$ cat config.mk
export PLATFORM = sky130hd
export DESIGN_NAME = journal_block_tracker
export DESIGN_NICKNAME = d
export VERILOG_FILES = /design/src/rtl/jbt_pkg.sv /design/src/rtl/journal_block_tracker.sv
export SDC_FILE = /design/constraint.sdc
export NUM_CORES = 2
export LEC_CHECK = 0
export BUFFER_PORTS_ARGS = -buffer_cell sky130_fd_sc_hd__buf_2
export CAP_MARGIN = 30
export CORE_UTILIZATION = 55
export DETAILED_ROUTE_END_ITERATION = 12
export HOLD_SLACK_MARGIN = 0.08
export MAX_ROUTING_LAYER = met4
export PLACE_DENSITY = 0.81
export SLEW_MARGIN = 0
export SYNTH_ARGS = -nofsm -noshare
export SYNTH_HDL_FRONTEND = slang
export SYNTH_SLANG_ARGS = --single-unit
$ cat constraint.sdc
create_clock -name clk -period 5.2 [get_ports clk]
set_input_delay 0.78 -clock clk [delete_from_list [all_inputs] [get_ports clk]]
set_output_delay 0.78 -clock clk [all_outputs]
set_load 0.05 [all_outputs]
$ cat src/rtl/jbt_pkg.sv
// ----------------------------------------------------------------------------
// jbt_pkg
// shared types and codes for the journal block tracker
// ----------------------------------------------------------------------------
package jbt_pkg;

    localparam int unsigned DEF_TABLE_DEPTH = 32;
    localparam int unsigned DEF_BLOCK_BITS  = 32;

    localparam int unsigned ACTIVE_W   = 6;
    localparam int unsigned LOG_AREA_W = 11;
    localparam int unsigned MAX_OP_W   = 6;
    localparam int unsigned SLOT_W     = 5;
    localparam int unsigned BLKOUT_W   = 32;

    localparam logic [ACTIVE_W-1:0]   ACTIVE_MAX       = '1;
    localparam logic [LOG_AREA_W-1:0] LOG_AREA_RESET   = 11'd33;
    localparam logic [MAX_OP_W-1:0]   MAX_OP_RESET     = 6'd10;

    // register index, taken from paddr[2]
    localparam logic REG_LOG_AREA = 1'b0;
    localparam logic REG_MAX_OP   = 1'b1;

    typedef enum logic [1:0] {
        OP_BEGIN = 2'd0,
        OP_END   = 2'd1,
        OP_LOG   = 2'd2
    } op_t;

    typedef enum logic [3:0] {
        ST_GRANTED  = 4'd0,
        ST_WAIT     = 4'd1,
        ST_RELEASED = 4'd2,
        ST_COMMIT   = 4'd3,
        ST_EMPTY    = 4'd4,
        ST_APPENDED = 4'd5,
        ST_ABSORBED = 4'd6,
        ST_FULL     = 4'd7,
        ST_NO_OP    = 4'd8,
        ST_END_ERR  = 4'd9
    } status_t;

    typedef enum logic [2:0] {
        S_IDLE,
        S_DECODE,
        S_SEARCH,
        S_COMMIT_PRIME,
        S_COMMIT,
        S_EMIT
    } state_t;

endpackage

$ cat src/rtl/journal_block_tracker.sv
// ----------------------------------------------------------------------------
// journal_block_tracker
// tracks the block numbers logged by one journal transaction: admission,
// absorption of repeated writes and the commit run
// ----------------------------------------------------------------------------
//  channel   dir  handshake                    content
//  s_axis    in   s_axis_tvalid/tready          opcode, block_number
//  m_axis    out  m_axis_tvalid/tready          status, block_out, slot, tlast=last
//  apb       in   psel/penable/pwrite/pready    log_area_size (0x0), max_op_blocks (0x4)
//
//  begin, end and error cases: decoded straight into the result register
//  log write: the logged entries are scanned from entry 0 until a match or
//  their end, one table read per cycle, and a miss appends the block
//  commit: the logged entries are read in table order, one ahead of each result
//  the input holds off while an item is in work; a held result stalls the
//  sequencer only where it has a new result to place
//  reset clears counts and control; the table is not cleared, data from
//  unused entries is never used
// ----------------------------------------------------------------------------
module journal_block_tracker
#(
    parameter int unsigned TABLE_DEPTH = jbt_pkg::DEF_TABLE_DEPTH,
    parameter int unsigned BLOCK_BITS  = jbt_pkg::DEF_BLOCK_BITS
)
(
    input  logic        clk,
    input  logic        rst_n,
    input  logic        s_axis_tvalid,
    output logic        s_axis_tready,
    input  logic [39:0] s_axis_tdata,   // opcode[1:0], block_number[33:2], zero pad
    output logic        m_axis_tvalid,
    input  logic        m_axis_tready,
    output logic [47:0] m_axis_tdata,   // status[3:0], block_out[35:4], slot[40:36], pad
    output logic        m_axis_tlast,
    input  logic        psel,
    input  logic        penable,
    input  logic        pwrite,
    input  logic [2:0]  paddr,
    input  logic [31:0] pwdata,
    output logic [31:0] prdata,
    output logic        pready
);
    import jbt_pkg::*;

    localparam int unsigned SB     = (BLOCK_BITS < 32) ? BLOCK_BITS : 32;
    localparam int unsigned IW     = $clog2(TABLE_DEPTH);
    localparam int unsigned CW     = $clog2(TABLE_DEPTH + 1);
    localparam int unsigned PROD_W = ACTIVE_W + 1 + MAX_OP_W;
    localparam int unsigned NEED_W = ((CW > PROD_W) ? CW : PROD_W) + 1;
    localparam int unsigned CMP_W  = ((CW > LOG_AREA_W) ? CW : LOG_AREA_W) + 1;

    state_t                state_reg, state_next;
    logic [1:0]            op_reg;
    logic [SB-1:0]         blk_reg;
    logic [CW-1:0]         idx_reg, idx_next, idx_inc;
    logic                  cmp_vld_reg, cmp_vld_next;
    logic [CW-1:0]         count_reg, count_next;
    logic [ACTIVE_W-1:0]   active_reg, active_next;
    logic [LOG_AREA_W-1:0] log_area_reg;
    logic [MAX_OP_W-1:0]   max_op_reg;

    status_t               res_status_reg, res_status_next;
    logic [SB-1:0]         res_block_reg, res_block_next;
    logic [SLOT_W-1:0]     res_slot_reg, res_slot_next;

    logic                  out_vld_reg, out_vld_next;
    logic [3:0]            out_status_reg, out_status_next;
    logic [BLKOUT_W-1:0]   out_block_reg, out_block_next;
    logic [SLOT_W-1:0]     out_slot_reg, out_slot_next;
    logic                  out_last_reg, out_last_next;
    logic                  out_free;

    logic [SB-1:0]         table_mem [TABLE_DEPTH];
    logic [SB-1:0]         rd_data_reg;
    logic [IW-1:0]         rd_addr;
    logic                  mem_we;
    logic                  in_fire;
    logic                  cfg_wr;

    logic [PROD_W-1:0]     prod;
    logic [NEED_W-1:0]     need;
    logic                  search_hit;
    logic                  search_done;
    logic                  commit_last;

    // configuration port
    assign pready = 1'b1;
    assign cfg_wr = psel & penable & pwrite & pready;
    assign prdata = (paddr[2] == REG_MAX_OP) ? {{(32-MAX_OP_W){1'b0}}, max_op_reg}
                                             : {{(32-LOG_AREA_W){1'b0}}, log_area_reg};

    always_ff @(posedge clk or negedge rst_n)
    begin
        if (!rst_n)
        begin
            log_area_reg <= LOG_AREA_RESET;
            max_op_reg   <= MAX_OP_RESET;
        end
        else if (cfg_wr)
        begin
            if (paddr[2] == REG_LOG_AREA)
                log_area_reg <= pwdata[LOG_AREA_W-1:0];
            else
                max_op_reg <= pwdata[MAX_OP_W-1:0];
        end
    end

    // handshakes
    assign s_axis_tready = (state_reg == S_IDLE);
    assign in_fire       = s_axis_tvalid & s_axis_tready;
    assign out_free      = !out_vld_reg || m_axis_tready;

    assign m_axis_tvalid = out_vld_reg;
    assign m_axis_tlast  = out_last_reg;
    assign m_axis_tdata  = {7'd0, out_slot_reg, out_block_reg, out_status_reg};

    // shared arithmetic
    assign idx_inc     = idx_reg + 1'b1;
    assign prod        = PROD_W'({1'b0, active_reg} + 1'b1) * PROD_W'(max_op_reg);
    assign need        = NEED_W'(count_reg) + NEED_W'(prod);
    assign search_hit  = cmp_vld_reg && (rd_data_reg == blk_reg);
    assign search_done = !cmp_vld_reg && (idx_reg == count_reg);
    assign commit_last = (idx_inc == count_reg);

    always_comb
    begin
        state_next      = state_reg;
        idx_next        = idx_reg;
        cmp_vld_next    = 1'b0;
        count_next      = count_reg;
        active_next     = active_reg;
        res_status_next = res_status_reg;
        res_block_next  = res_block_reg;
        res_slot_next   = res_slot_reg;
        out_vld_next    = out_vld_reg && !m_axis_tready;
        out_status_next = out_status_reg;
        out_block_next  = out_block_reg;
        out_slot_next   = out_slot_reg;
        out_last_next   = out_last_reg;
        rd_addr         = idx_reg[IW-1:0];
        mem_we          = 1'b0;

        case (state_reg)
            S_IDLE:
            begin
                if (in_fire)
                    state_next = S_DECODE;
            end

            S_DECODE:
            begin
                res_block_next = '0;
                res_slot_next  = '0;
                idx_next       = '0;
                state_next     = S_EMIT;
                case (op_reg)
                    OP_BEGIN:
                    begin
                        if (active_reg == ACTIVE_MAX || need > NEED_W'(TABLE_DEPTH))
                            res_status_next = ST_WAIT;
                        else
                        begin
                            res_status_next = ST_GRANTED;
                            active_next     = active_reg + 1'b1;
                        end
                    end
                    OP_END:
                    begin
                        if (active_reg == '0)
                            res_status_next = ST_END_ERR;
                        else
                        begin
                            active_next = active_reg - 1'b1;
                            if (active_reg != ACTIVE_W'(1))
                                res_status_next = ST_RELEASED;
                            else if (count_reg == '0)
                                res_status_next = ST_EMPTY;
                            else
                                state_next = S_COMMIT_PRIME;
                        end
                    end
                    OP_LOG:
                    begin
                        res_block_next = blk_reg;
                        if (count_reg >= CW'(TABLE_DEPTH) ||
                            CMP_W'(count_reg) + 1'b1 >= CMP_W'(log_area_reg))
                            res_status_next = ST_FULL;
                        else if (active_reg == '0)
                            res_status_next = ST_NO_OP;
                        else
                            state_next = S_SEARCH;
                    end
                    default:
                    begin
                        state_next = S_IDLE;
                    end
                endcase
            end

            S_SEARCH:
            begin
                if (search_hit)
                begin
                    res_status_next = ST_ABSORBED;
                    res_slot_next   = SLOT_W'(idx_reg - 1'b1);
                    state_next      = S_EMIT;
                end
                else if (search_done)
                begin
                    mem_we          = 1'b1;
                    count_next      = count_reg + 1'b1;
                    res_status_next = ST_APPENDED;
                    res_slot_next   = SLOT_W'(count_reg);
                    state_next      = S_EMIT;
                end
                else
                begin
                    cmp_vld_next = (idx_reg < count_reg);
                    if (idx_reg < count_reg)
                        idx_next = idx_inc;
                end
            end

            S_COMMIT_PRIME:
            begin
                rd_addr    = '0;
                state_next = S_COMMIT;
            end

            S_COMMIT:
            begin
                if (out_free)
                begin
                    out_vld_next    = 1'b1;
                    out_status_next = ST_COMMIT;
                    out_block_next  = BLKOUT_W'(rd_data_reg);
                    out_slot_next   = SLOT_W'(idx_reg);
                    out_last_next   = commit_last;
                    rd_addr         = idx_inc[IW-1:0];
                    idx_next        = idx_inc;
                    if (commit_last)
                    begin
                        count_next = '0;
                        state_next = S_IDLE;
                    end
                end
            end

            S_EMIT:
            begin
                if (out_free)
                begin
                    out_vld_next    = 1'b1;
                    out_status_next = res_status_reg;
                    out_block_next  = BLKOUT_W'(res_block_reg);
                    out_slot_next   = res_slot_reg;
                    out_last_next   = 1'b1;
                    state_next      = S_IDLE;
                end
            end

            default:
            begin
                state_next = S_IDLE;
            end
        endcase
    end

    always_ff @(posedge clk or negedge rst_n)
    begin
        if (!rst_n)
        begin
            state_reg   <= S_IDLE;
            idx_reg     <= '0;
            cmp_vld_reg <= 1'b0;
            count_reg   <= '0;
            active_reg  <= '0;
            out_vld_reg <= 1'b0;
        end
        else
        begin
            state_reg   <= state_next;
            idx_reg     <= idx_next;
            cmp_vld_reg <= cmp_vld_next;
            count_reg   <= count_next;
            active_reg  <= active_next;
            out_vld_reg <= out_vld_next;
        end
    end

    always_ff @(posedge clk)
    begin
        if (in_fire)
        begin
            op_reg  <= s_axis_tdata[1:0];
            blk_reg <= s_axis_tdata[SB+1:2];
        end
        res_status_reg <= res_status_next;
        res_block_reg  <= res_block_next;
        res_slot_reg   <= res_slot_next;
        out_status_reg <= out_status_next;
        out_block_reg  <= out_block_next;
        out_slot_reg   <= out_slot_next;
        out_last_reg   <= out_last_next;
    end

    // block number table
    always_ff @(posedge clk)
    begin
        if (mem_we)
            table_mem[count_reg[IW-1:0]] <= blk_reg;
        rd_data_reg <= table_mem[rd_addr];
    end

    // checks
    a_count_bound: assert property (@(posedge clk) disable iff (!rst_n)
        count_reg <= CW'(TABLE_DEPTH))
        else $error("logged count above table depth");

    a_append_count: assert property (@(posedge clk) disable iff (!rst_n)
        (state_reg == S_SEARCH && !search_hit && search_done)
            |=> count_reg == $past(count_reg) + 1'b1)
        else $error("append did not advance logged count");

    a_commit_clear: assert property (@(posedge clk) disable iff (!rst_n)
        (state_reg == S_COMMIT && out_free && commit_last)
            |=> count_reg == '0 && state_reg == S_IDLE)
        else $error("commit run did not clear the table");

    a_active_decode: assert property (@(posedge clk) disable iff (!rst_n)
        (state_reg != S_DECODE) |=> $stable(active_reg))
        else $error("active count changed outside decode");

endmodule

==> flow_summary.ini <==
[cts]
cts_hold_buffers = 0
root_buffer = clkbuf_16
cts_tree = done
h-tree-depth = 3
clk_pin_slew_ns = 0.06
cts.sinks = 1213
cts-buffers-inserted = 114
clk_path_buf_depth = 3
clock_latency_ns = 0.74

[power_and_ir_drop]
p_sw_mw = 10.89
clkPwrFrac_pct = 26.4
pwr-share-seq_pct = 38.5
powerDensity_nw_per_um2 = 559.0
leakagePower_nw = 19.25
internal-power_mw = 20.72
ir_drop_uv = 805.2
swShare_pct = 34.46
power.share.combinational_pct = 35.0

[worst_setup_path]
crit_fanout = 8
critical_path.slowest_cell = fa_1
start_kind = register
path_cells = buf_4 > nand3_4 > xor2_1 > nand2b_4 > fa_1 > fa_1 > inv_1 > fa_1 > inv_1 > fa_1 > inv_2 > ha_4 > nand3_2 > o211ai_1 > buf_4 > a31oi_4 > mux2_4 > nor4_4 > buf_4 > a31oi_4 > nand4b_1 > a32oi_1
crit_path_end_kind = register
cp.required_ns = 5.79
arrival_ns = 6.03
crit_type = register to register
critPathMaxStageDelay_ns = 0.51
critPathMostFrequentCell = fa_1

[die]
die_y_um = 302.5
design.core.area_um2 = 88920
die_area_um2 = 91510
row_count = 109
die_x_um = 302.5
ios = 166
initial_core_util_pct = 55.85

[placement]
place.gp.congestion = 0.8920
dp_hpwl_um = 73310
pre_cts_ws_ns = -0.4157
port_buffers = 107

[detailed_routing]
via_per_inst = 6.320
via_count = 31330
drt-total-wl_um = 128600
dr.first_iter.drc_count = 4648
ant_nets = 0
wl_per_cell_um = 25.95
drc = 0
first_pass_iters = 6

[sta]
worstMarginPinSlew_ns = 1.010
max_freq_mhz = 184.0
fin_crit_ns = 5.436
slew_headroom_pct = 32.66
worst_slack_ns = -0.2362
report.final.slew_viol_count = 0
hold_viol_final = 0
fin_crit_sh_pct = 104.5
tns_ns = -1.172
fin_hold_ws_ns = 0.06449
finClkSkew_ns = 0.08992
setup_violations = 7
rsz0062_at_grt = true

[yosys]
ys_types = 72
synth.avg_cell_area_um2 = 14.23
ys_seq_elements = 1213
netlist_top_cells_area = edfxtp_1 (69%), nand2_1 (5.2%), mux2i_1 (4.0%)
synth-edff-count = 1141
syn_area_um2 = 49670
synthFlopType = edfxtp_1
synth_cells = 3490
synth_top_cell_area_share_pct = 68.99
synth-async-reset-ratio_pct = 3.298
ys_seq_area_share_pct = 72.30
yosysTopAreaCell = edfxtp_1
yosysWarnings = 0

[global_route]
track_usage_pct = 28.81
grt_pass1_vias = 30590
antenna_found_initial = 4
grt_start_max_net_pins = 167
overflow = 0
grt_pass1_wl_um = 187500

[job]
drv_cap = 0

[status]
violations = setup timing
status = finished, violations left

[cells_and_area]
largest_register_ffs = 1024
nets = 3858
layout_commonest_cell = edfxtp_1
fillers = 5999
drive_gt1_share_pct = 15.40
area_delta_synth_final_pct = 13.85
most-common-layout-cells = edfxtp_1 (1,141), nand2_1 (679), mux2i_1 (196), a21oi_1 (156), nand3_1 (145)

[hold_path]
hold_path.class = input port to asynchronous set/reset pin
[logic make-up after synthesis]
group	Yosys count	synth area share (%)
AO/OA/AOI/OAI	448	5.860
XOR/XNOR	56	0.9875
adder cells (fa/ha/maj)	86	2.529
buffers and inverters	264	2.517
flip-flops	1213	72.30
multiplexers	254	5.265
other	2	0.01512
AND/OR/NAND/NOR	1167	10.53
[metal layers]
metal / routed length [µm] / vias up / GRT usage (%)
met3: 14830 / 423 / 5.772
met4: 6460 / 0 / 14.48
met2: 60860 / 2267 / 44.62
met1: 46480 / 15230 / 36.39
li1: - / 13410 / -
met5: 0 / - / -
[per-stage QoR]
stage	utilization, %	total power [mW]	instance area (µm²)	std cells
2_1_floorplan	-	19.09	49870	3517
3_3_place_gp	59.00	21.94	52460	4724
3_5_place_dp	59.11	22.28	52560	4728
4_1_cts	63.53	31.37	56490	4952
5_1_grt	63.59	32.94	56550	4957
6_report	63.59	31.61	56550	4957
[power by group through the flow]
stage	registers, mW	logic, mW	clock network [mW]
6_report	12.2	11.1	8.35
5_1_grt	12.2	12.0	8.77
4_1_cts	12.2	10.8	8.40
3_5_place_dp	12.4	9.91	0
3_3_place_gp	12.4	9.58	0
2_1_floorplan	12.6	6.45	0
[cell type report]
type	instances	area, µm²	area share [%]
multi-input cells	2040	13090	23.16
inverters	44	165.2	0.2921
repair buffers	277	2150	3.801
well taps	1165	1458	2.578
clock inverters	60	660.6	1.168
diodes	1	2.502	0.004425
clock buffers	157	3107	5.494
flip-flops and latches	1213	35910	63.51
[synthesized netlist by cell type, types with 32 or more instances]
library cell	instances
buf_4	47
inv_1	44
nor2_1	76
a31oi_1	68
a21oi_1	157
o22ai_1	66
clkbuf_1	101
dfxtp_1	32
and2_1	49
nor4_1	108
edfxtp_1	1141
mux2i_1	196
buf_2	60
nand2_1	683
mux2_2	57
xor2_1	38
dfrtp_1	36
nand3_1	148
ha_1	62
a32oi_1	66
[worst paths after layout]
path | startpoint | end | slack [ns] | cells past startpoint
min in group clk | s_axis_tdata[16] | blk_reg[14]$_DFFE_PP_ | 0.23 | 1
setup reg to reg | active_reg[1]$_DFFE_PN0P_ | active_reg[2]$_DFFE_PN0P_ | -0.24 | 22
setup / recovery | active_reg[1]$_DFFE_PN0P_ | active_reg[2]$_DFFE_PN0P_ | -0.24 | 22
max in group asynchronous | rst_n | idx_reg[0]$_DFFE_PN0P_ | 4.64 | 2
hold reg to reg | res_block_reg[25]$_SDFFCE_PN0N_ | out_block_reg[25]$_DFFE_PP_ | 0.50 | 1
hold / removal | rst_n | active_reg[0]$_DFFE_PN0P_ | 0.06 | 1
[what timing repair did]
action	in CTS	in global routing
endpoints found under the setup margin	7	7
pin swaps	16	3
setup buffers	7	3
resized for setup	18	2
[worst max-delay path, delay by kind of cell, from the launching register on]
family	cells	cell delay, ns
fa+ha+maj	5	2.19
compound gates	4	0.63
simple gates	5	0.88
buf+inv	6	0.65
xor+xnor	1	0.26
flops	1	0.42
mux	1	0.32
Power figures use the tool's default switching activity.
